<file path="src/rtl/core/hsc_pkg.sv">
package hsc_pkg;

    localparam int unsigned DATA_W  = 32;
    localparam int unsigned GAIN_W  = 31;
    localparam int unsigned COEF_W  = 26;
    localparam int unsigned OPND_W  = 33;
    localparam int unsigned ACC_W   = 2 * OPND_W;
    localparam int unsigned STEP_W  = 6;
    localparam logic [STEP_W-1:0] LAST_STEP = STEP_W'(50);

    localparam logic [GAIN_W-1:0] FF_GAIN_RST = GAIN_W'(65536);
    localparam logic [GAIN_W-1:0] NL_GAIN_RST = GAIN_W'(22938);

    typedef enum logic {
        REG_FF_GAIN = 1'b0,
        REG_NL_GAIN = 1'b1
    } cfg_reg_t;

    typedef enum logic [1:0] {
        S_IDLE,
        S_MUL,
        S_ACC,
        S_DONE
    } seq_state_t;

    typedef enum logic [1:0] {
        A_COEF,
        A_FF,
        A_NL,
        A_NEGT
    } a_sel_t;

    typedef enum logic [4:0] {
        V_X0, V_X1, V_X2, V_X3, V_X4,
        V_K0, V_K1,
        V_NX0, V_NX1, V_NX2, V_NX3, V_NX4,
        V_NK0, V_NK1,
        V_ERR, V_MEAS, V_MOTOR, V_ANGLE, V_RATE, V_TV, V_CTRL
    } slot_t;

    localparam int unsigned NUM_SLOTS = 21;

    typedef struct packed {
        a_sel_t                    a_sel;
        logic signed [COEF_W-1:0]  coef;
        slot_t                     b;
        logic                      absb;
        logic                      first;
        logic                      last;
        slot_t                     dst;
    } step_t;

    typedef struct packed {
        logic mul_en;
        logic acc_en;
        logic finish;
        logic busy;
    } seq_ctl_t;

    function automatic logic signed [DATA_W-1:0] sat32(input logic signed [DATA_W:0] v);
        logic signed [DATA_W-1:0] r;
        if (v[DATA_W] != v[DATA_W-1])
            r = v[DATA_W] ? {1'b1, {(DATA_W-1){1'b0}}} : {1'b0, {(DATA_W-1){1'b1}}};
        else
            r = v[DATA_W-1:0];
        return r;
    endfunction

    // add half LSB, floor shift by 16, clamp to 32 bits
    function automatic logic signed [DATA_W-1:0] round_sat(input logic signed [ACC_W-1:0] s);
        logic signed [ACC_W-1:0] t;
        logic signed [ACC_W-1:0] q;
        logic signed [DATA_W-1:0] r;
        t = s + ACC_W'(32768);
        q = t >>> 16;
        if (q > ACC_W'(64'sd2147483647))
            r = {1'b0, {(DATA_W-1){1'b1}}};
        else if (q < -ACC_W'(64'sd2147483648))
            r = {1'b1, {(DATA_W-1){1'b0}}};
        else
            r = q[DATA_W-1:0];
        return r;
    endfunction

    function automatic step_t st(input a_sel_t a, input int c, input slot_t b,
                                 input logic ab, input logic f, input logic l,
                                 input slot_t d);
        step_t s;
        s.a_sel = a;
        s.coef  = COEF_W'(c);
        s.b     = b;
        s.absb  = ab;
        s.first = f;
        s.last  = l;
        s.dst   = d;
        return s;
    endfunction

    // microcode: one product per step
    function automatic step_t step_rom(input logic [STEP_W-1:0] idx);
        step_t s;
        case (idx)
            // controller rows: B*err + A*x
            6'd0:  s = st(A_COEF,   16345, V_ERR, 1'b0, 1'b1, 1'b0, V_NX0);
            6'd1:  s = st(A_COEF,   19163, V_X0,  1'b0, 1'b0, 1'b0, V_NX0);
            6'd2:  s = st(A_COEF,   87333, V_X1,  1'b0, 1'b0, 1'b0, V_NX0);
            6'd3:  s = st(A_COEF, -287900, V_X2,  1'b0, 1'b0, 1'b0, V_NX0);
            6'd4:  s = st(A_COEF,  262485, V_X3,  1'b0, 1'b0, 1'b0, V_NX0);
            6'd5:  s = st(A_COEF,   20598, V_X4,  1'b0, 1'b0, 1'b1, V_NX0);
            6'd6:  s = st(A_COEF,   -2038, V_ERR, 1'b0, 1'b1, 1'b0, V_NX1);
            6'd7:  s = st(A_COEF,    -767, V_X0,  1'b0, 1'b0, 1'b0, V_NX1);
            6'd8:  s = st(A_COEF,   52455, V_X1,  1'b0, 1'b0, 1'b0, V_NX1);
            6'd9:  s = st(A_COEF,   43785, V_X2,  1'b0, 1'b0, 1'b0, V_NX1);
            6'd10: s = st(A_COEF,  -36851, V_X3,  1'b0, 1'b0, 1'b0, V_NX1);
            6'd11: s = st(A_COEF,   -3002, V_X4,  1'b0, 1'b0, 1'b1, V_NX1);
            6'd12: s = st(A_COEF,  -13487, V_ERR, 1'b0, 1'b1, 1'b0, V_NX2);
            6'd13: s = st(A_COEF,    -963, V_X0,  1'b0, 1'b0, 1'b0, V_NX2);
            6'd14: s = st(A_COEF,   11574, V_X1,  1'b0, 1'b0, 1'b0, V_NX2);
            6'd15: s = st(A_COEF,   29373, V_X2,  1'b0, 1'b0, 1'b0, V_NX2);
            6'd16: s = st(A_COEF,    8297, V_X3,  1'b0, 1'b0, 1'b0, V_NX2);
            6'd17: s = st(A_COEF,    1442, V_X4,  1'b0, 1'b0, 1'b1, V_NX2);
            6'd18: s = st(A_COEF,   -6776, V_ERR, 1'b0, 1'b1, 1'b0, V_NX3);
            6'd19: s = st(A_COEF,     164, V_X0,  1'b0, 1'b0, 1'b0, V_NX3);
            6'd20: s = st(A_COEF,    2241, V_X1,  1'b0, 1'b0, 1'b0, V_NX3);
            6'd21: s = st(A_COEF,   -2372, V_X2,  1'b0, 1'b0, 1'b0, V_NX3);
            6'd22: s = st(A_COEF,   20441, V_X3,  1'b0, 1'b0, 1'b0, V_NX3);
            6'd23: s = st(A_COEF,   -2038, V_X4,  1'b0, 1'b0, 1'b1, V_NX3);
            6'd24: s = st(A_COEF,      39, V_ERR, 1'b0, 1'b1, 1'b0, V_NX4);
            6'd25: s = st(A_COEF,      26, V_X0,  1'b0, 1'b0, 1'b0, V_NX4);
            6'd26: s = st(A_COEF,       0, V_X1,  1'b0, 1'b0, 1'b0, V_NX4);
            6'd27: s = st(A_COEF,      13, V_X2,  1'b0, 1'b0, 1'b0, V_NX4);
            6'd28: s = st(A_COEF,   -1986, V_X3,  1'b0, 1'b0, 1'b0, V_NX4);
            6'd29: s = st(A_COEF,   65418, V_X4,  1'b0, 1'b0, 1'b1, V_NX4);
            // motor force C*x'
            6'd30: s = st(A_COEF,   -961996, V_NX0, 1'b0, 1'b1, 1'b0, V_MOTOR);
            6'd31: s = st(A_COEF,   3257015, V_NX1, 1'b0, 1'b0, 1'b0, V_MOTOR);
            6'd32: s = st(A_COEF, -11557863, V_NX2, 1'b0, 1'b0, 1'b0, V_MOTOR);
            6'd33: s = st(A_COEF,  17062501, V_NX3, 1'b0, 1'b0, 1'b0, V_MOTOR);
            6'd34: s = st(A_COEF,   1133399, V_NX4, 1'b0, 1'b0, 1'b1, V_MOTOR);
            // observer
            6'd35: s = st(A_COEF, 58071, V_K0,    1'b0, 1'b1, 1'b0, V_NK0);
            6'd36: s = st(A_COEF, -1619, V_K1,    1'b0, 1'b0, 1'b0, V_NK0);
            6'd37: s = st(A_COEF,  7465, V_MOTOR, 1'b0, 1'b0, 1'b0, V_NK0);
            6'd38: s = st(A_COEF,  1619, V_MEAS,  1'b0, 1'b0, 1'b1, V_NK0);
            6'd39: s = st(A_COEF,  6173, V_K0,    1'b0, 1'b1, 1'b0, V_NK1);
            6'd40: s = st(A_COEF, 60568, V_K1,    1'b0, 1'b0, 1'b0, V_NK1);
            6'd41: s = st(A_COEF,   380, V_MOTOR, 1'b0, 1'b0, 1'b0, V_NK1);
            6'd42: s = st(A_COEF,  4968, V_MEAS,  1'b0, 1'b0, 1'b1, V_NK1);
            // angle and rate
            6'd43: s = st(A_COEF, 60739, V_NK1,  1'b0, 1'b1, 1'b0, V_ANGLE);
            6'd44: s = st(A_COEF,  4797, V_MEAS, 1'b0, 1'b0, 1'b1, V_ANGLE);
            6'd45: s = st(A_COEF, 65536, V_NK0,  1'b0, 1'b1, 1'b0, V_RATE);
            6'd46: s = st(A_COEF, -1828, V_NK1,  1'b0, 1'b0, 1'b0, V_RATE);
            6'd47: s = st(A_COEF,  1828, V_MEAS, 1'b0, 1'b0, 1'b1, V_RATE);
            // compensation
            6'd48: s = st(A_NL,   0, V_ANGLE, 1'b1, 1'b1, 1'b1, V_TV);
            6'd49: s = st(A_FF,   0, V_ANGLE, 1'b0, 1'b1, 1'b0, V_CTRL);
            6'd50: s = st(A_NEGT, 0, V_ANGLE, 1'b0, 1'b0, 1'b1, V_CTRL);
            default: s = st(A_COEF, 0, V_ERR, 1'b0, 1'b1, 1'b1, V_CTRL);
        endcase
        return s;
    endfunction

endpackage

</file>
<file path="src/rtl/core/hsc_mac.sv">
module hsc_mac (
    input  logic                                 clk,
    input  logic                                 rst_n,
    input  logic                                 mul_en,
    input  logic                                 acc_en,
    input  logic                                 first,
    input  logic signed [hsc_pkg::OPND_W-1:0]    a,
    input  logic signed [hsc_pkg::OPND_W-1:0]    b,
    output logic signed [hsc_pkg::DATA_W-1:0]    result
);
    import hsc_pkg::*;

    logic signed [ACC_W-1:0] prod_reg;
    logic signed [ACC_W-1:0] acc_reg;
    logic signed [ACC_W-1:0] acc_next;

    assign acc_next = first ? prod_reg : acc_reg + prod_reg;
    assign result   = round_sat(acc_next);

    always_ff @(posedge clk)
    begin
        if (mul_en)
        begin
            prod_reg <= a * b;
        end
    end

    always_ff @(posedge clk or negedge rst_n)
    begin
        if (!rst_n)
        begin
            acc_reg <= '0;
        end
        else if (acc_en)
        begin
            acc_reg <= acc_next;
        end
    end

endmodule

</file>
<file path="config.mk">
export PLATFORM = sky130hd
export DESIGN_NAME = hsc_mac
export DESIGN_NICKNAME = d
export VERILOG_FILES = /design/src/rtl/core/hsc_pkg.sv /design/src/rtl/core/hsc_mac.sv
export SDC_FILE = /design/constraint.sdc
export NUM_CORES = 2
export LEC_CHECK = 0
export ABC_AREA = 1
export BUFFER_PORTS_ARGS = -buffer_cell sky130_fd_sc_hd__buf_4
export CAP_MARGIN = 20
export CORE_ASPECT_RATIO = 1.5
export CORE_MARGIN = 5
export CORE_UTILIZATION = 60
export CTS_CLUSTER_SIZE = 28
export DETAILED_ROUTE_END_ITERATION = 8
export PLACE_DENSITY = 0.82
export SYNTH_ARGS = -nofsm -noshare
export SYNTH_HDL_FRONTEND = slang
export SYNTH_SLANG_ARGS = --single-unit
export TNS_END_PERCENT = 50
</file>
<file path="constraint.sdc">
create_clock -name clk -period 4.4 [get_ports clk]
set_clock_uncertainty 0.15 [all_clocks]
set_input_delay 0.44 -clock clk [delete_from_list [all_inputs] [get_ports clk]]
set_output_delay 0.44 -clock clk [all_outputs]
set_load 0.005 [all_outputs]
</file>
Yosys cells after proc, flatten, opt, wreduce, memory -nomap -nowiden
Index checks and enable logic that the tools add are counted.
- register bits after elaboration: 132
- word-level logic and storage cells: 10
- output and inout bits: 32
- mux-type cells: 3
- magnitude comparators: 2
- $add $sub $neg: 2
- multiply operators: 1
- operators with widths (kind ; number):
    adder 66 x 17 -> 66 bit, second input constant ; 1
    adder 66 bit ; 1
    multiplier 33 x 33 -> 66 bit ; 1
    2-to-1 mux 66 bit ; 1
    2-to-1 mux 32 bit ; 2
    greater-than comparator 50 x 32 -> 1 bit, second input constant ; 1
    < comparator 50 x 32 -> 1 bit, second input constant ; 1

Longest topological paths before layout
- depth after elaboration: 6
- mapped depth: 35
- gate-level depth less buffers: 33

Worst setup path before layout
Ideal clock, no wire load.
- kind: in2reg
- start: input b[9] (netlist bit)
- end: register prod_reg[64], data pin
- data arrival time: 7239 ps
- data required time: 3986 ps
- path slack: -3252 ps
- stages: 33
- path through: clkbuf_1 > clkbuf_1 > nand2_1 > fa_1 > fa_1 > fa_1 > inv_1 > fa_1 > inv_1 > fa_1 > inv_1 > fa_1 > fa_1 > inv_1 > fa_1 > inv_1 > ha_1 > a21oi_1 > nor2_1 > nor2_1 > a21boi_0 > o21ai_0 > a21oi_1 > inv_1 > a21oi_1 > inv_1 > nand3_1 > nand2_1 > nand4_1 > nand3_1 > a21o_1 > a31oi_1 > xor2_1
- longest elaborated chain between the ends: 1
- RTL lines (what ; RTL line ; RTL):
    start: declaration ; hsc_mac.sv:8 ; input logic signed [hsc_pkg::OPND_W-1:0] b,
    multiplier 33 x 33 -> 66 bit ; hsc_mac.sv:24 ; prod_reg <= a * b;
    end signal: assignment ; hsc_mac.sv:24 ;
    end: declaration ; hsc_mac.sv:13 ; logic signed [ACC_W-1:0] prod_reg;
Every way passes these cells.
A chain may end at the register's enable or synchronous reset.

Worst setup path in the final report
- start: input a[11] (netlist bit)
- end: register prod_reg[64], data pin
- longest elaborated chain between the ends: 1
- RTL lines (what ; RTL line ; RTL):
    start: declaration ; hsc_mac.sv:7 ; input logic signed [hsc_pkg::OPND_W-1:0] a,
    multiplier 33 x 33 -> 66 bit ; hsc_mac.sv:24 ;
Every way passes these cells.

==> impl_metrics.json <==
{
  "critPathArrivalTime_ps": 7960,
  "via_count": 52800,
  "path_class": "primary input to register",
  "slew_headroom_pct": 39.5,
  "min_to": "acc_reg[9]",
  "ioPinCount": 103,
  "coreArea_um2": 88700,
  "maxCapViolCount": 0,
  "synth_area_um2": 53500,
  "r2r_slack_ps": 940,
  "drt-met1-wl_um": 61000,
  "violations": "design-rule violations, negative setup slack",
  "stdcell_area_um2": 66600,
  "async_flop_share_pct": 50.0,
  "hp-start": "acc_en",
  "min_period_ps": 7900,
  "tightest_slew_ps": 908,
  "synthMuxAreaShare_pct": 0,
  "area_growth_pct": 24.6,
  "cts_max_path_buffers": 2,
  "rsz0062_at_grt": "true",
  "path_max_fanout": 9,
  "reg2reg_depth": 16,
  "grt_pass1_vias": 55900,
  "place_area_um2": 62000,
  "nNetsFinal": 9537,
  "critical_path.top_delay_family": "adder cells",
  "dp.cells": 9066,
  "grt_pass1_wl_um": 309000,
  "dieArea_um2": 95300,
  "cts_buffers": 17,
  "detail-route-antenna-nets": 0,
  "synth_area_leader_cell": "fa_1",
  "wl_met2_um": 101000,
  "syn_area_per_cell_um2": 7.41,
  "synth-compound-area-share_pct": 3.24,
  "wl_per_cell_um": 23.3,
  "synth_nets": 8719,
  "grt_max_degree": 67,
  "ys_seq_elements": 132,
  "antenna_found_initial": 13,
  "layout.cells.non_filler": 9219,
  "crit_path_frequent_cell": "fa_1",
  "synth_commonest_cells": "inv_1 (2127), nand2_1 (2107), fa_1 (1146), nor2_1 (291), ha_1 (283)",
  "ys.flop_type": "edfxtp_1",
  "ys_warn_count": 0,
  "yosys.area_share.simple_pct": 21.1,
  "synth-edff-count": 66,
  "yosysSeqAreaShare_pct": 6.80,
  "synth_top_family_by_area": "adder cells",
  "vias_per_cell": 5.73,
  "routed_wl_um": 215000,
  "gp_congestion": 1.03,
  "min_path_type": "primary input to register",
  "die_w_um": 254,
  "drv_slew": 0,
  "dr_wl_met3_um": 22900,
  "cts_tree": "done",
  "slowest_stage": "fa_1",
  "cts-root-buf": "clkbuf_16",
  "path_buf_inv": 9,
  "cts.clk_slew.worst_paths_ps": 80,
  "first_iter_violations": 5674,
  "holdPathStages": 3,
  "hpwl_um": 160000,
  "io_buffers": 102,
  "fin_setup_tns_ps": -182110,
  "drive_above_1_share_pct": 22.4,
  "endpoint_kind": "register",
  "yosys.area.top_type_share_pct": 42.9,
  "synthCells": 7219,
  "worst_r2r_startpoint": "prod_reg[39]",
  "first_pass_iters": 9,
  "synth_fa_ha_area_share_pct": 49.5,
  "pre_cts_ws_ps": -3580,
  "setup_viol": 90,
  "outcome": "complete, but fails checks",
  "grt_remaining_overflow": 0,
  "fp.dieH_um": 376,
  "fin_ws_ps": -3500,
  "fin_crit_sh_pct": 180,
  "clkLatencyLatePin_ps": 470,
  "start_util_pct": 60.3,
  "synthDistinctLibCells": 52,
  "yosysMostFrequentCell": "inv_1",
  "hold_viol": 0,
  "ys_top_cells_by_area": "fa_1 (43%), inv_1 (15%), nand2_1 (15%)",
  "clock_sinks": 132,
  "synth_xor_area_share_pct": 2.00,
  "fp-row-count": 134,
  "max_freq_ghz": 0.127,
  "worstSetupStartpointType": "primary input",
  "max_stage_delay_ps": 790,
  "htreeDepth": 4,
  "reg2reg_to": "acc_reg[62]",
  "route.detailed.drc": 15,
  "track_usage_pct": 43.0,
  "critical_path_required_ps": 4460,
  "top_layer": "met5"
}
## metal layers
metal	global-route usage, %	up-vias
met5	0	-
met4	41.1	6
met3	12.4	1942
met2	71.6	3952
met1	41.9	25000
li1	-	21900
## worst min-delay path, cell delays in order
cell      delay [ps]
buf_4            230
o211ai_1         140
nand2_1           50
## worst max path at each step
stage,from,endpoint,depth (start not counted)
after floorplan,a[8],prod_reg[64],35
after CTS,a[25],prod_reg[64],34
after global routing,b[8],prod_reg[64],32
after global placement,b[3],prod_reg[64],32
final,a[11],prod_reg[64],32
after detailed placement,b[0],prod_reg[64],34
## timing repair
action	4_1_cts	5_1_grt
gates resized for setup	382	331
buffers inserted	51	54
hold buffers	1	0
pin swaps	151	168
hold endpoints to repair	46	0
gates cloned	5	4
setup endpoints to repair	91	90
## area by class of cell
cell class              instances  area [µm²]
diodes                         13        32.5
clock buffers                  18         450
clock inverters                14         175
fillers                      5871       22100
inverters                    2161        8130
multi-input cells            4629       43000
flip-flops and latches        132        3630
well taps                    1156        1450
repair buffers               1096        9730
## placed cells by master, fill, tap and decap left out, drive strengths merged, types with 4 or more instances in the layout
| master | n |
|---|---|
| a21boi | 5 |
| a21o | 4 |
| a21oi | 150 |
| a31oi | 17 |
| buf | 1091 |
| clkbuf | 22 |
| clkinv | 9 |
| dfrtp | 66 |
| diode | 13 |
| edfxtp | 66 |
| fa | 1146 |
| ha | 283 |
| inv | 2162 |
| nand2 | 2148 |
| nand3 | 153 |
| nand3b | 9 |
| nand4 | 43 |
| nor2 | 344 |
| nor3 | 15 |
| nor4 | 5 |
| o211ai | 9 |
| o21a | 6 |
| o21ai | 112 |
| o221ai | 5 |
| or2 | 38 |
| xnor2 | 53 |
| xor2 | 68 |
## cell families (layout without fill, tap and decap cells)
logic type / after synthesis / in the layout
AOI/OAI and AO/OA: 317 / 317
xor gates and xnor gates: 121 / 121
adders and majority gates: 1429 / 1429
buffers and inverters: 2458 / 3289
DFF: 132 / 132
other: 0 / 13
and+or+nand+nor: 2762 / 2762
## per-stage QoR
stage	hold slack (ps)	utilization (%)
detailed placement	325	70.0
global placement	316	70.0
floorplan	-5.59	-
CTS	265	73.1
finish	279	75.1
global route	290	75.1
Power is not shown: default switching activity piles up to over one toggle a cycle in this logic, so the estimate is an artifact.
