File: config.mk
export PLATFORM = sky130hd
export DESIGN_NAME = hsc_seq
export DESIGN_NICKNAME = d
export VERILOG_FILES = /design/src/rtl/core/hsc_pkg.sv /design/src/rtl/core/hsc_seq.sv
export SDC_FILE = /design/constraint.sdc
export NUM_CORES = 1
export LEC_CHECK = 0
export ABC_CLOCK_PERIOD_IN_PS = 1300
export BUFFER_PORTS_ARGS = -buffer_cell sky130_fd_sc_hd__buf_2
export CAP_MARGIN = 20
export CORE_AREA = 2 2 39 41
export CTS_CLUSTER_DIAMETER = 40
export DETAILED_ROUTE_END_ITERATION = 10
export DIE_AREA = 0 0 41 43
export MAX_ROUTING_LAYER = met4
export PLACE_DENSITY_LB_ADDON = 0.1
export SYNTH_ARGS = -nofsm -noshare
export SYNTH_HDL_FRONTEND = slang
export SYNTH_SLANG_ARGS = --single-unit
File: constraint.sdc
create_clock -name clk -period 1.3 [get_ports clk]
set_input_delay 0.26 -clock clk [delete_from_list [all_inputs] [get_ports clk]]
set_output_delay 0.26 -clock clk [all_outputs]
set_load 0.02 [all_outputs]
File: src/rtl/core/hsc_pkg.sv
package hsc_pkg;

    localparam int unsigned DATA_W  = 32;
    localparam int unsigned GAIN_W  = 31;
    localparam int unsigned COEF_W  = 26;
    localparam int unsigned OPND_W  = 33;
    localparam int unsigned ACC_W   = 2 * OPND_W;
    localparam int unsigned STEP_W  = 6;
    localparam logic [STEP_W-1:0] LAST_STEP = STEP_W'(50);

    localparam logic [GAIN_W-1:0] FF_GAIN_RST = GAIN_W'(65536);
    localparam logic [GAIN_W-1:0] NL_GAIN_RST = GAIN_W'(22938);

    typedef enum logic {
        REG_FF_GAIN = 1'b0,
        REG_NL_GAIN = 1'b1
    } cfg_reg_t;

    typedef enum logic [1:0] {
        S_IDLE,
        S_MUL,
        S_ACC,
        S_DONE
    } seq_state_t;

    typedef enum logic [1:0] {
        A_COEF,
        A_FF,
        A_NL,
        A_NEGT
    } a_sel_t;

    typedef enum logic [4:0] {
        V_X0, V_X1, V_X2, V_X3, V_X4,
        V_K0, V_K1,
        V_NX0, V_NX1, V_NX2, V_NX3, V_NX4,
        V_NK0, V_NK1,
        V_ERR, V_MEAS, V_MOTOR, V_ANGLE, V_RATE, V_TV, V_CTRL
    } slot_t;

    localparam int unsigned NUM_SLOTS = 21;

    typedef struct packed {
        a_sel_t                    a_sel;
        logic signed [COEF_W-1:0]  coef;
        slot_t                     b;
        logic                      absb;
        logic                      first;
        logic                      last;
        slot_t                     dst;
    } step_t;

    typedef struct packed {
        logic mul_en;
        logic acc_en;
        logic finish;
        logic busy;
    } seq_ctl_t;

    function automatic logic signed [DATA_W-1:0] sat32(input logic signed [DATA_W:0] v);
        logic signed [DATA_W-1:0] r;
        if (v[DATA_W] != v[DATA_W-1])
            r = v[DATA_W] ? {1'b1, {(DATA_W-1){1'b0}}} : {1'b0, {(DATA_W-1){1'b1}}};
        else
            r = v[DATA_W-1:0];
        return r;
    endfunction

    // add half LSB, floor shift by 16, clamp to 32 bits
    function automatic logic signed [DATA_W-1:0] round_sat(input logic signed [ACC_W-1:0] s);
        logic signed [ACC_W-1:0] t;
        logic signed [ACC_W-1:0] q;
        logic signed [DATA_W-1:0] r;
        t = s + ACC_W'(32768);
        q = t >>> 16;
        if (q > ACC_W'(64'sd2147483647))
            r = {1'b0, {(DATA_W-1){1'b1}}};
        else if (q < -ACC_W'(64'sd2147483648))
            r = {1'b1, {(DATA_W-1){1'b0}}};
        else
            r = q[DATA_W-1:0];
        return r;
    endfunction

    function automatic step_t st(input a_sel_t a, input int c, input slot_t b,
                                 input logic ab, input logic f, input logic l,
                                 input slot_t d);
        step_t s;
        s.a_sel = a;
        s.coef  = COEF_W'(c);
        s.b     = b;
        s.absb  = ab;
        s.first = f;
        s.last  = l;
        s.dst   = d;
        return s;
    endfunction

    // microcode: one product per step
    function automatic step_t step_rom(input logic [STEP_W-1:0] idx);
        step_t s;
        case (idx)
            // controller rows: B*err + A*x
            6'd0:  s = st(A_COEF,   16345, V_ERR, 1'b0, 1'b1, 1'b0, V_NX0);
            6'd1:  s = st(A_COEF,   19163, V_X0,  1'b0, 1'b0, 1'b0, V_NX0);
            6'd2:  s = st(A_COEF,   87333, V_X1,  1'b0, 1'b0, 1'b0, V_NX0);
            6'd3:  s = st(A_COEF, -287900, V_X2,  1'b0, 1'b0, 1'b0, V_NX0);
            6'd4:  s = st(A_COEF,  262485, V_X3,  1'b0, 1'b0, 1'b0, V_NX0);
            6'd5:  s = st(A_COEF,   20598, V_X4,  1'b0, 1'b0, 1'b1, V_NX0);
            6'd6:  s = st(A_COEF,   -2038, V_ERR, 1'b0, 1'b1, 1'b0, V_NX1);
            6'd7:  s = st(A_COEF,    -767, V_X0,  1'b0, 1'b0, 1'b0, V_NX1);
            6'd8:  s = st(A_COEF,   52455, V_X1,  1'b0, 1'b0, 1'b0, V_NX1);
            6'd9:  s = st(A_COEF,   43785, V_X2,  1'b0, 1'b0, 1'b0, V_NX1);
            6'd10: s = st(A_COEF,  -36851, V_X3,  1'b0, 1'b0, 1'b0, V_NX1);
            6'd11: s = st(A_COEF,   -3002, V_X4,  1'b0, 1'b0, 1'b1, V_NX1);
            6'd12: s = st(A_COEF,  -13487, V_ERR, 1'b0, 1'b1, 1'b0, V_NX2);
            6'd13: s = st(A_COEF,    -963, V_X0,  1'b0, 1'b0, 1'b0, V_NX2);
            6'd14: s = st(A_COEF,   11574, V_X1,  1'b0, 1'b0, 1'b0, V_NX2);
            6'd15: s = st(A_COEF,   29373, V_X2,  1'b0, 1'b0, 1'b0, V_NX2);
            6'd16: s = st(A_COEF,    8297, V_X3,  1'b0, 1'b0, 1'b0, V_NX2);
            6'd17: s = st(A_COEF,    1442, V_X4,  1'b0, 1'b0, 1'b1, V_NX2);
            6'd18: s = st(A_COEF,   -6776, V_ERR, 1'b0, 1'b1, 1'b0, V_NX3);
            6'd19: s = st(A_COEF,     164, V_X0,  1'b0, 1'b0, 1'b0, V_NX3);
            6'd20: s = st(A_COEF,    2241, V_X1,  1'b0, 1'b0, 1'b0, V_NX3);
            6'd21: s = st(A_COEF,   -2372, V_X2,  1'b0, 1'b0, 1'b0, V_NX3);
            6'd22: s = st(A_COEF,   20441, V_X3,  1'b0, 1'b0, 1'b0, V_NX3);
            6'd23: s = st(A_COEF,   -2038, V_X4,  1'b0, 1'b0, 1'b1, V_NX3);
            6'd24: s = st(A_COEF,      39, V_ERR, 1'b0, 1'b1, 1'b0, V_NX4);
            6'd25: s = st(A_COEF,      26, V_X0,  1'b0, 1'b0, 1'b0, V_NX4);
            6'd26: s = st(A_COEF,       0, V_X1,  1'b0, 1'b0, 1'b0, V_NX4);
            6'd27: s = st(A_COEF,      13, V_X2,  1'b0, 1'b0, 1'b0, V_NX4);
            6'd28: s = st(A_COEF,   -1986, V_X3,  1'b0, 1'b0, 1'b0, V_NX4);
            6'd29: s = st(A_COEF,   65418, V_X4,  1'b0, 1'b0, 1'b1, V_NX4);
            // motor force C*x'
            6'd30: s = st(A_COEF,   -961996, V_NX0, 1'b0, 1'b1, 1'b0, V_MOTOR);
            6'd31: s = st(A_COEF,   3257015, V_NX1, 1'b0, 1'b0, 1'b0, V_MOTOR);
            6'd32: s = st(A_COEF, -11557863, V_NX2, 1'b0, 1'b0, 1'b0, V_MOTOR);
            6'd33: s = st(A_COEF,  17062501, V_NX3, 1'b0, 1'b0, 1'b0, V_MOTOR);
            6'd34: s = st(A_COEF,   1133399, V_NX4, 1'b0, 1'b0, 1'b1, V_MOTOR);
            // observer
            6'd35: s = st(A_COEF, 58071, V_K0,    1'b0, 1'b1, 1'b0, V_NK0);
            6'd36: s = st(A_COEF, -1619, V_K1,    1'b0, 1'b0, 1'b0, V_NK0);
            6'd37: s = st(A_COEF,  7465, V_MOTOR, 1'b0, 1'b0, 1'b0, V_NK0);
            6'd38: s = st(A_COEF,  1619, V_MEAS,  1'b0, 1'b0, 1'b1, V_NK0);
            6'd39: s = st(A_COEF,  6173, V_K0,    1'b0, 1'b1, 1'b0, V_NK1);
            6'd40: s = st(A_COEF, 60568, V_K1,    1'b0, 1'b0, 1'b0, V_NK1);
            6'd41: s = st(A_COEF,   380, V_MOTOR, 1'b0, 1'b0, 1'b0, V_NK1);
            6'd42: s = st(A_COEF,  4968, V_MEAS,  1'b0, 1'b0, 1'b1, V_NK1);
            // angle and rate
            6'd43: s = st(A_COEF, 60739, V_NK1,  1'b0, 1'b1, 1'b0, V_ANGLE);
            6'd44: s = st(A_COEF,  4797, V_MEAS, 1'b0, 1'b0, 1'b1, V_ANGLE);
            6'd45: s = st(A_COEF, 65536, V_NK0,  1'b0, 1'b1, 1'b0, V_RATE);
            6'd46: s = st(A_COEF, -1828, V_NK1,  1'b0, 1'b0, 1'b0, V_RATE);
            6'd47: s = st(A_COEF,  1828, V_MEAS, 1'b0, 1'b0, 1'b1, V_RATE);
            // compensation
            6'd48: s = st(A_NL,   0, V_ANGLE, 1'b1, 1'b1, 1'b1, V_TV);
            6'd49: s = st(A_FF,   0, V_ANGLE, 1'b0, 1'b1, 1'b0, V_CTRL);
            6'd50: s = st(A_NEGT, 0, V_ANGLE, 1'b0, 1'b0, 1'b1, V_CTRL);
            default: s = st(A_COEF, 0, V_ERR, 1'b0, 1'b1, 1'b1, V_CTRL);
        endcase
        return s;
    endfunction

endpackage

File: src/rtl/core/hsc_seq.sv
module hsc_seq (
    input  logic                          clk,
    input  logic                          rst_n,
    input  logic                          start,
    input  logic                          out_free,
    output logic [hsc_pkg::STEP_W-1:0]    step_idx,
    output hsc_pkg::seq_ctl_t             ctl
);
    import hsc_pkg::*;

    seq_state_t          state_reg, state_next;
    logic [STEP_W-1:0]   step_reg, step_next;

    always_comb
    begin
        state_next = state_reg;
        step_next  = step_reg;
        case (state_reg)
            S_IDLE:
            begin
                if (start)
                begin
                    state_next = S_MUL;
                    step_next  = '0;
                end
            end
            S_MUL:
            begin
                state_next = S_ACC;
            end
            S_ACC:
            begin
                if (step_reg == LAST_STEP)
                begin
                    state_next = S_DONE;
                end
                else
                begin
                    state_next = S_MUL;
                    step_next  = step_reg + 1'b1;
                end
            end
            S_DONE:
            begin
                if (out_free)
                begin
                    state_next = S_IDLE;
                end
            end
            default:
            begin
                state_next = S_IDLE;
            end
        endcase
    end

    always_comb
    begin
        ctl.mul_en = (state_reg == S_MUL);
        ctl.acc_en = (state_reg == S_ACC);
        ctl.finish = (state_reg == S_DONE) && out_free;
        ctl.busy   = (state_reg != S_IDLE);
    end

    assign step_idx = step_reg;

    always_ff @(posedge clk or negedge rst_n)
    begin
        if (!rst_n)
        begin
            state_reg <= S_IDLE;
            step_reg  <= '0;
        end
        else
        begin
            state_reg <= state_next;
            step_reg  <= step_next;
        end
    end

endmodule

-- Word level (Yosys, flattened, before mapping)
Cells that the tools add are included.
- register bits after elaboration: 8
- bits of input ports: 4
- output and inout port bits: 10
- logic and storage cells: 23
- $add $sub $neg: 1
- eq/ne operators: 7
- multiplexer cells: 7
- reduce and logical (&&, ||, !) cells: 6
- operator list (kind ; count):
    two-way mux 6 bit ; 2
    one-hot mux 6 bit (2 select lines) ; 1
    one-hot mux 2 bit (4 select lines) ; 1
    adder 6 x 1 -> 6 bit, second input constant ; 1
    == test 6 bit, second input constant ; 1
    two-way mux 2 bit ; 3
    inequality test 2 bit, second input constant ; 3
    == test 2 bit, second input constant ; 2
    nonzero test 2 bit ; 2
    AND reduction 3 bit ; 1
    == test 2 x 1 -> 1 bit, second input constant ; 1
    logical NOT 2 bit ; 1
    AND reduction 2 bit ; 1
    logical AND 1 bit ; 1

-- Longest topological paths before layout
Gate-level depths: netlist of run 1.
- depth after elaboration: 3
- gate-level depth with buffers: 5
- gate-level depth less buffers: 5

-- Worst setup path before layout of run 1
OpenSTA, ideal clock, no wires.
- path kind: register to register
- start: register step_reg[0], in the netlist step_idx[0]
- end: register step_reg[1], in the netlist step_idx[1]
- setup time: 0.069 ns
- arrival: 1.326 ns
- data required time: 1.231 ns
- slack: -0.096 ns
- cell stages (with the launch flop): 6
- buffers on the path: 0
- period minus slack after synthesis: 1.396 ns
- path through: dfrtp_1 > inv_1 > ha_1 > and3_1 > a211o_2 > nand3_1
- longest elaborated chain between the ends: 3
- elaborated cells between the ends (all ways): 6
- those cells by class: 1 x add/sub; 2 x eq/ne; 2 x mux; 1 x reduce/logical
- RTL lines (item ; line ; source):
    start: declaration ; hsc_seq.sv:12 ; logic [STEP_W-1:0] step_reg, step_next;
    start signal: assignment ; hsc_seq.sv:77 ; step_reg <= step_next;
    adder 6 x 1 -> 6 bit / == test 6 bit (equally long branches) ; hsc_seq.sv:40, hsc_seq.sv:33 ;
    two-way mux 6 bit / inequality test 2 bit (equally long branches) ; - ;
    one-hot mux 6 bit (2 select lines) / AND reduction 3 bit (equally long branches) ; - ;
Parallel ways exist; a longest one is shown, timed or not. The select of a mux whose other input is x is not followed.
A chain may end at the register's enable or synchronous reset.

==> results of run 1 <==
[worst paths after layout]
| kind | start | to | slack, ns | depth (start not counted) |
|---|---|---|---|---|
| worst max-delay path | state_reg[0] | ctl[0] | -0.09 | 3 |
| worst min-delay path | out_free | state_reg[0] | 0.19 | 2 |
| worst max register to register | state_reg[0] | step_idx[5] | 0.03 | 3 |
| worst min register to register | step_idx[4] | step_idx[4] | 0.56 | 1 |
| max in group asynchronous | rst_n | step_idx[1] | 0.74 | 2 |
| min in group asynchronous | rst_n | step_idx[5] | 0.37 | 2 |
[cell families (layout without fill, tap and decap cells)]
group / Yosys count / after routing / share of synthesized area (%)
AOI/OAI and AO/OA: 14 / 14 / 22.2
adders and majority gates: 2 / 2 / 5.54
DFF: 8 / 8 / 44.3
buffers and inverters: 3 / 31 / 2.49
and+or+nand+nor: 21 / 21 / 25.5
[stage by stage]
stage          hold slack, ns  utilization (%)  power, W
3_3_place_gp            0.118             43.1  0.000264
2_1_floorplan         -0.0356                -  0.000254
5_1_grt                 0.182             49.8  0.000497
4_1_cts                 0.171             47.7  0.000481
6_report                0.190             49.8  0.000470
3_5_place_dp            0.116             43.1  0.000264
[timing repair]
item                                    in CTS  in global routing
hold buffers                                 1                  0
buffers inserted                             0                  3
endpoints found under the setup margin       4                  9
endpoints found under the hold margin        8                  0
gates resized for setup                     10                  3
[layout by cell type (no fill, tap or decap), drive strengths merged]
cell,count
a211o,1
a21oi,4
a22o,1
a31oi,2
a41oi,2
and3,3
buf,23
clkbuf,4
clkinv,1
dfrtp,8
dlygate4sd3,1
ha,2
inv,2
nand2,4
nand2b,3
nand3,5
nand4,1
nor2,2
nor2b,1
o211ai,1
o21ai,1
o21ba,1
o22a,1
or2,1
or4,1
[worst reg2reg max path, stage by stage (launching register included)]
cell,delay (ns)
dfrtp_1,0.39
nand2b_2,0.22
or4_1,0.50
nand3_1,0.09
[layout make-up]
class | count | share of cell area (%)
Tap cell | 16 | 2.90
Sequential cell | 8 | 29.6
Multi-Input combinational cell | 37 | 36.8
Inverter | 3 | 2.36
Clock buffer | 4 | 3.81
Timing Repair Buffer | 24 | 24.5
[per-layer routing]
metal  GRT usage (%)  vias up
li1                -      237
met1            21.9      227
met2            26.6       11
met3            9.42        2
met4            6.00        0
met5               -        -
[power by group]
group	switching [W]	total [W]	internal [W]
Sequential	0	0.000249	0.000249
Combinational	0.00000682	0.0000120	0.00000518
Clock	0.0000910	0.000209	0.000118
Total	0.0000978	0.000470	0.000372
==> flow_summary_export.csv, run 1 <==
group,metric,value,unit
worst_setup_path,critPathCaptureType,"output pin",
worst_setup_path,slowest_stage,"dfrtp_1",
final_layout,n_fill_cell,144,
power_and_ir_drop,leakagePower,0.310,nW
global_route,grt_pass1_wl,2130,um
synthesis,synth_top_area_share,44.3,%
timing,tightest_slew,0.209,ns
synthesis,synth-seq-area-share,44.3,%
drt,wl_met2,588,um
timing,fmax,0.720,GHz
synthesis,synth_nets,54,
floorplanning,core,1380,um^2
timing,finalSetupViolCount,3,
timing,finalHoldViolations,0,
power_and_ir_drop,p_per_area,682,nW/um^2
worst_setup_path,worstSetupPathType,"flop to output pin",
synthesis,syn_area_per_cell,9.41,um^2
floorplanning,die_area,1760,um^2
final_layout,multi_input_area,254,um^2
synthesis,synth_edf_count,0,
worst_setup_path,cp.required,1.04,ns
drt,routed_via_density,5.18,
synthesis,ys_top_cells_by_count,"8 x dfrtp_1, 5 x nand3_1, 4 x a21oi_1, 4 x nand2_1",
place,io_buffer_count,13,
synthesis,synth_cell_types,24,
timing,min_period,1.39,ns
worst_setup_path,critical_path_buf_inv_count,2,
global_route,grt-ovfl-total,0,
synthesis,netlist_area,452,um^2
drt,vias,477,
global_route,antenna_found_initial,0,
floorplanning,die_w,41,um
outcome,failed_checks,"negative setup slack",
synthesis,synth_cells,48,
drt,drcViolationCount,0,
drt,routed_wl,1190,um
floorplanning,ios,14,
power_and_ir_drop,ir_drop,457,uV
drt,ant_nets,0,
timing,post-route-period-util,107,%
cts,htree_levels,1,
drt,wl_per_cell,12.9,um
timing,relSlewSlack,86.1,%
final_layout,nets,83,
synthesis,ys_top_cells_by_area,"dfrtp_1 44%, ha_1 5.5%, nand3_1 5.5%, a21oi_1 4.4%, a41oi_1 3.9%",
timing,fin_setup_tns,-0.175,ns
timing,rsz0062_at_grt,"yes",
cts,clk_pin_slew,0.06,ns
worst_setup_path,critPathArrivalTime,1.13,ns
place,dp.cells,84,
global_route,grt_max_degree,9,
timing,slew_viol_final,0,
drt,routed.top_layer,"met4",
final_layout,largest_register_ffs,6,
worst_setup_path,start_kind,"flop",
final_layout,syn_to_final_growth,52.6,%
drt,first_pass_iters,3,
cts,cts-root-buf,"clkbuf_4",
worst_setup_path,max_stage_delay,0.39,ns
synthesis,synth_warnings,0,
timing,fin_skew,0.000957,ns
outcome,outcome,"finished, violations left",
place,gp_routability_congestion,0.794,
final_layout,design_area,689,um^2
cts,cts.sinks,8,
final_layout,diodes,0,
synthesis,synthArstFlopShare,100,%
cts,clk_path_buf_depth,2,
flow_run,cap_violations,0,
drt,drt_iter0_drc,6,
final_layout,stdcell_count,92,
worst_setup_path,critPathMaxFanout,4,
floorplanning,core.rowCount,14,
floorplanning,start_util,32.6,%
worst_hold_path,hp-class,"input port to flop",
place,place_ws,0.0566,ns
synthesis,synth-seq-cells,8,
global_route,grt_pass1_vias,467,
timing,setup_ws,-0.0889,ns
global_route,grt_usage,18.5,%
cts,cts_buffers,3,
synthesis,yosys.area.top_type,"dfrtp_1",
worst_setup_path,critPathTopFamily,"flip-flops",
cts,cts_tree,"yes",
final_layout,regArea,204,um^2
worst_setup_path,cp_common_cell,"buf_6",
worst_setup_path,cp_cell_sequence,"buf_6 -> or2_4 -> buf_6",
synthesis,synth_most_common_cell,"dfrtp_1",
drt,route.met3.wl,77,um
synthesis,ys.flop_type,"dfrtp_1",
place,hpwl,900,um
drt,met1_length,509,um
final_layout,drive_gt1_share,50.0,%
floorplanning,die_h,43,um
cts,clk_latency,0.26,ns
place,dpl_cell_area,597,um^2
No activity file was read; power rests on OpenSTA's default activity.
==> inputs of run 2 (changes only) <==
Settings changed: ABC_CLOCK_PERIOD_IN_PS 1300 to 1400.
Clock period 1.3 ns to 1.4 ns, I/O delays scaled along.
==> flow_summary_export.csv, run 2 (synthesis results as in run 1) <==
group,metric,value,unit
timing,fin_setup_tns,0,ns
place,gp_routability_congestion,0.742,
timing,min_period,1.36,ns
power_and_ir_drop,finalPower,0.000420,W
cts,cts_tree,"yes",
global_route,grt_usage,15.3,%
drt,routed_via_density,5.10,
timing,slew_viol_final,0,
outcome,outcome,"completed",
worst_hold_path,hp-class,"input port to flop",
timing,relSlewSlack,81.1,%
floorplanning,ios,14,
timing,fin_skew,0.000543,ns
global_route,grt-ovfl-total,0,
drt,ant_nets,0,
drt,wl_per_cell,12.4,um
place,dpl_cell_area,544,um^2
timing,tightest_slew,0.282,ns
power_and_ir_drop,ir_drop,404,uV
place,hpwl,775,um
cts,clk_pin_slew,0.05,ns
timing,post-route-period-util,96.9,%
global_route,grt_pass1_vias,422,
global_route,top_usage_layer,"met2",
power_and_ir_drop,leakagePower,0.301,nW
worst_setup_path,critPathMaxFanout,7,
place,io_buffer_count,13,
worst_setup_path,cp.required,1.12,ns
floorplanning,core,1380,um^2
timing,rsz0062_at_grt,"no",
floorplanning,die_h,43,um
global_route,met1_usage,19.3,%
power_and_ir_drop,p_per_area,657,nW/um^2
final_layout,design_area,639,um^2
worst_setup_path,start_kind,"flop",
cts,cts.sinks,8,
final_layout,syn_to_final_growth,41.6,%
timing,finalHoldViolations,0,
final_layout,n_fill_cell,139,
final_layout,layout_common_cells,"11 x buf_2, 7 x buf_4, 5 x nand3_1, 5 x dfrtp_1",
drt,drt_iter0_drc,10,
final_layout,diodes,0,
floorplanning,die_area,1760,um^2
global_route,grtUsageMet2,21.3,%
drt,vias,444,
final_layout,drive_gt1_share,43.7,%
worst_setup_path,worstSetupPathType,"flop to output pin",
flow_run,cap_violations,0,
drt,routed_wl,1080,um
cts,clk_latency,0.25,ns
global_route,grt_max_degree,9,
cts,clk_path_buf_depth,2,
final_layout,nets,79,
global_route,grt_use_met3,3.14,%
global_route,grt_pass1_wl,1730,um
floorplanning,die_w,41,um
drt,first_pass_iters,4,
final_layout,layout_commonest_cell,"buf_2",
floorplanning,core.rowCount,14,
worst_setup_path,critPathCaptureType,"output pin",
timing,whs,0.206,ns
timing,finalSetupViolCount,0,
worst_setup_path,critPathArrivalTime,1.08,ns
cts,cts-root-buf,"clkbuf_4",
cts,htree_levels,1,
floorplanning,start_util,32.6,%
timing,fmax,0.737,GHz
drt,drcViolationCount,0,
global_route,antenna_found_initial,0,
final_layout,largest_register_ffs,6,
cts,cts_buffers,3,
[run 2: cell types whose count changed in the layout (fill, tap and decap cells not counted), sizes merged]
cell    previous run  this run
clkbuf             4         3
buf               23        19
[run 2: metrics by stage]
step,instances,setup slack [ns],util [%]
finish,87,0.0435,46.2
global route,87,0.00102,46.2
CTS,82,0.0117,43.3
detailed placement,78,0.0294,39.3
global placement,78,0.0533,39.3
floorplan,48,0.00406,-
[run 2: critical path, stage by stage (launching register included)]
cell and delay [ns]:
dfrtp_2 0.45, or2_4 0.24, buf_6 0.13
[run 2: layout make-up]
cell class                      instances  area (um^2)  share of cell area, %
Clock buffer                            3         22.5                   3.52
Inverter                                3         16.3                   2.54
Multi-Input combinational cell         37          248                   38.7
Sequential cell                         8          204                   31.9
Tap cell                               16         20.0                   3.13
Timing Repair Buffer                   20          129                   20.2
[run 2: path summary, 6_finish.rpt]
kind                            cells after the start    startpoint           end  slack, ns
min in group asynchronous                           2         rst_n   step_idx[4]       0.39
worst max-delay path                                2  state_reg[1]        ctl[0]       0.04
worst min register to register                      1   step_idx[4]   step_idx[4]       0.54
max in group asynchronous                           2         rst_n  state_reg[1]       0.82
worst max register to register                      4   step_idx[1]   step_idx[0]       0.09
worst min-delay path                                2      out_free  state_reg[0]       0.21
[run 2: power breakdown]
group	switching [W]	leakage (nW)	internal, W
combinational	0.00000601	0.198	0.00000479
clock	0.0000795	0.0138	0.0000982
sequential	0	0.0898	0.000231
total	0.0000855	0.301	0.000334
[run 2: per-layer routing]
metal,part of all wire [%],routed length [um]
met1,45,489
met2,49,534
met3,4.0,43
met4,1.0,11
met5,0,0
[run 2: what timing repair did]
action / CTS / global route
setup endpoints to repair: 2 / 5
pin swaps: 0 / 1
resized for setup: 8 / 2
hold endpoints to repair: 8 / 0
buffers inserted: 0 / 5
hold buffers: 1 / 0
cloned: 0 / 0
==> inputs of run 3 (changes only) <==
Settings changed: ABC_AREA from default to 1.
==> flow_summary_export.csv, run 3 <==
group,metric,value,unit
outcome,outcome,"completed",
cts,cts_setup_buffers,0,
final_layout,syn_to_final_growth,25.3,%
cts,cts-root-buf,"clkbuf_4",
power_and_ir_drop,leakagePower,0.354,nW
synthesis,netlist_area,499,um^2
place,gp_routability_congestion,0.758,
place,dp.cells,99,
final_layout,nets,95,
power_and_ir_drop,ir_drop,364,uV
flow_run,cap_violations,0,
drt,routed_wl,1050,um
worst_setup_path,worstSetupPathType,"flop to output pin",
final_layout,layout_common_cells,"28 x nand2_1, 12 x buf_2, 10 x inv_1",
floorplanning,die_area,1760,um^2
synthesis,synth-seq-area-share,40.1,%
worst_setup_path,critPathArrivalTime,1.03,ns
floorplanning,die_w,41,um
worst_setup_path,start_kind,"flop",
worst_setup_path,max_stage_delay,0.39,ns
place,io_buffer_count,13,
global_route,grt_pass1_vias,435,
drt,drcViolationCount,0,
synthesis,ys_top_cells_by_area,"dfrtp_1 40%, nand2_1 21%, inv_1 8.3%, ha_1 5.0%, nand3_1 4.0%",
timing,rsz0062_at_grt,"yes",
floorplanning,start_util,36.1,%
global_route,grt_usage,16.8,%
power_and_ir_drop,p_per_area,680,nW/um^2
final_layout,post-route-util,45.2,%
synthesis,synth-seq-cells,8,
worst_setup_path,critPathCaptureType,"output pin",
floorplanning,core,1380,um^2
drt,drt_iter0_drc,5,
final_layout,diodes,0,
cts,cts_buffers,3,
worst_setup_path,cp.required,1.12,ns
drt,wl_per_cell,10.2,um
cts,clk_latency,0.25,ns
global_route,antenna_found_initial,0,
timing,post-route-period-util,93.9,%
floorplanning,die_h,43,um
drt,first_pass_iters,4,
synthesis,synth_cell_types,18,
synthesis,ys.flop_type,"dfrtp_1",
timing,fin_skew,0.000287,ns
timing,finalHoldViolations,0,
drt,routed_via_density,4.41,
global_route,grt-ovfl-total,0,
worst_setup_path,critPathMaxFanout,5,
synthesis,synth_most_common_cell,"nand2_1",
synthesis,synth_edf_count,0,
worst_setup_path,critPathTopFamily,"flip-flops",
synthesis,synth_top_area_share,40.1,%
drt,ant_nets,0,
synthesis,ys_top_cells_by_count,"28 x nand2_1, 11 x inv_1, 8 x dfrtp_1, 4 x nand3_1",
timing,finalSetupViolCount,0,
synthesis,yosys.area.top_type,"dfrtp_1",
cts,cts.sinks,8,
final_layout,layout_commonest_cell,"nand2_1",
global_route,grt_max_degree,9,
worst_hold_path,hp-class,"input port to flop",
timing,relSlewSlack,85.5,%
global_route,grt_pass1_wl,1870,um
floorplanning,core.rowCount,14,
final_layout,largest_register_ffs,6,
timing,tightest_slew,0.217,ns
synthesis,synthArstFlopShare,100,%
timing,fmax,0.761,GHz
synthesis,syn_area_per_cell,7.13,um^2
floorplanning,ios,14,
final_layout,n_fill_cell,158,
timing,slew_viol_final,0,
timing,min_period,1.31,ns
final_layout,drive_gt1_share,32.2,%
cts,clk_pin_slew,0.06,ns
place,hpwl,816,um
worst_setup_path,slowest_stage,"dfrtp_1",
worst_setup_path,cp_cell_sequence,"inv_2 -> nand2_2 -> clkinv_2 -> buf_2",
final_layout,stdcell_count,103,
synthesis,synth_nets,76,
cts,clk_path_buf_depth,2,
drt,vias,454,
synthesis,synth_warnings,0,
synthesis,synth_cells,70,
cts,htree_levels,1,
timing,whs,0.324,ns
cts,cts_tree,"yes",
worst_setup_path,critical_path_buf_inv_count,3,
-- run 3: changes by cell type in the layout (fill, tap and decap cells not counted), moves of 3 or more --
cell	delta
nand2_1	+24
inv_1	+8
buf_4	-6
a21oi_1	-4
nor2_2	+3
-- run 3: layer usage --
metal  part of all wire (%)  GRT usage, %  wire [um]  up-vias
li1                       -             -          -      248
met1                     49          23.4        513      187
met2                     43          20.9        456       15
met3                    6.0          4.71         63        4
met4                    1.9          10.0         20        0
met5                      0             -          0        -
-- run 3: final timing paths --
path | slack (ns) | start | cells after the start | end
worst max-delay path | 0.09 | state_reg[0] | 4 | ctl[2]
worst max register to register | 0.15 | step_idx[0] | 7 | step_idx[2]
min in group asynchronous | 0.40 | rst_n | 2 | state_reg[0]
worst min register to register | 0.51 | step_idx[4] | 2 | step_idx[4]
max in group asynchronous | 0.81 | rst_n | 2 | state_reg[1]
worst min-delay path | 0.32 | out_free | 4 | state_reg[0]
-- run 3: repair_timing --
item | 4_1_cts | 5_1_grt
resized for setup | 0 | 4
endpoints found under the hold margin | 8 | 0
setup endpoints to repair | 0 | 2
hold buffers | 1 | 0
-- run 3: where the power goes --
group	internal (W)	total, W	switching [W]
clock	0.0000985	0.000182	0.0000839
combinational	0.00000504	0.0000117	0.00000670
sequential	0.000231	0.000231	0
-- run 3: cell type report --
| cell class | count | area, um^2 | share of cell area [%] |
|---|---|---|---|
| timing repair buffer | 14 | 77.6 | 12.4 |
| tap | 16 | 20.0 | 3.20 |
| inverter | 13 | 50.0 | 8.00 |
| sequential | 8 | 201 | 32.2 |
| multi-input combinational | 49 | 254 | 40.6 |
| clock buffer | 3 | 22.5 | 3.60 |
-- run 3: cells by family after synthesis --
family	count (synthesis)	share of synthesized area (%)
buffers and inverters	13	10.0
AND/OR/NAND/NOR	43	39.1
AO/OA/AOI/OAI	4	5.76
adder cells (fa/ha/maj)	2	5.01
flip-flops	8	40.1
-- run 3: tightest hold or removal path: stages --
cell	delay, ns
buf_2	0.07
inv_1	0.05
nand3_1	0.09
nand2_1	0.05
-- run 3: per-stage QoR --
| stage | TNS (ns) | instance area (um^2) | power [W] | setup WS (ns) |
|---|---|---|---|---|
| after floorplan | 0 | 499 | 0.000236 | 0.104 |
| after detailed placement | 0 | 584 | 0.000245 | 0.157 |
| after CTS | 0 | 617 | 0.000434 | 0.00765 |
| after global placement | 0 | 584 | 0.000245 | 0.167 |
| after global routing | -0.00175 | 626 | 0.000452 | -0.00175 |
| final | 0 | 626 | 0.000425 | 0.0854 |
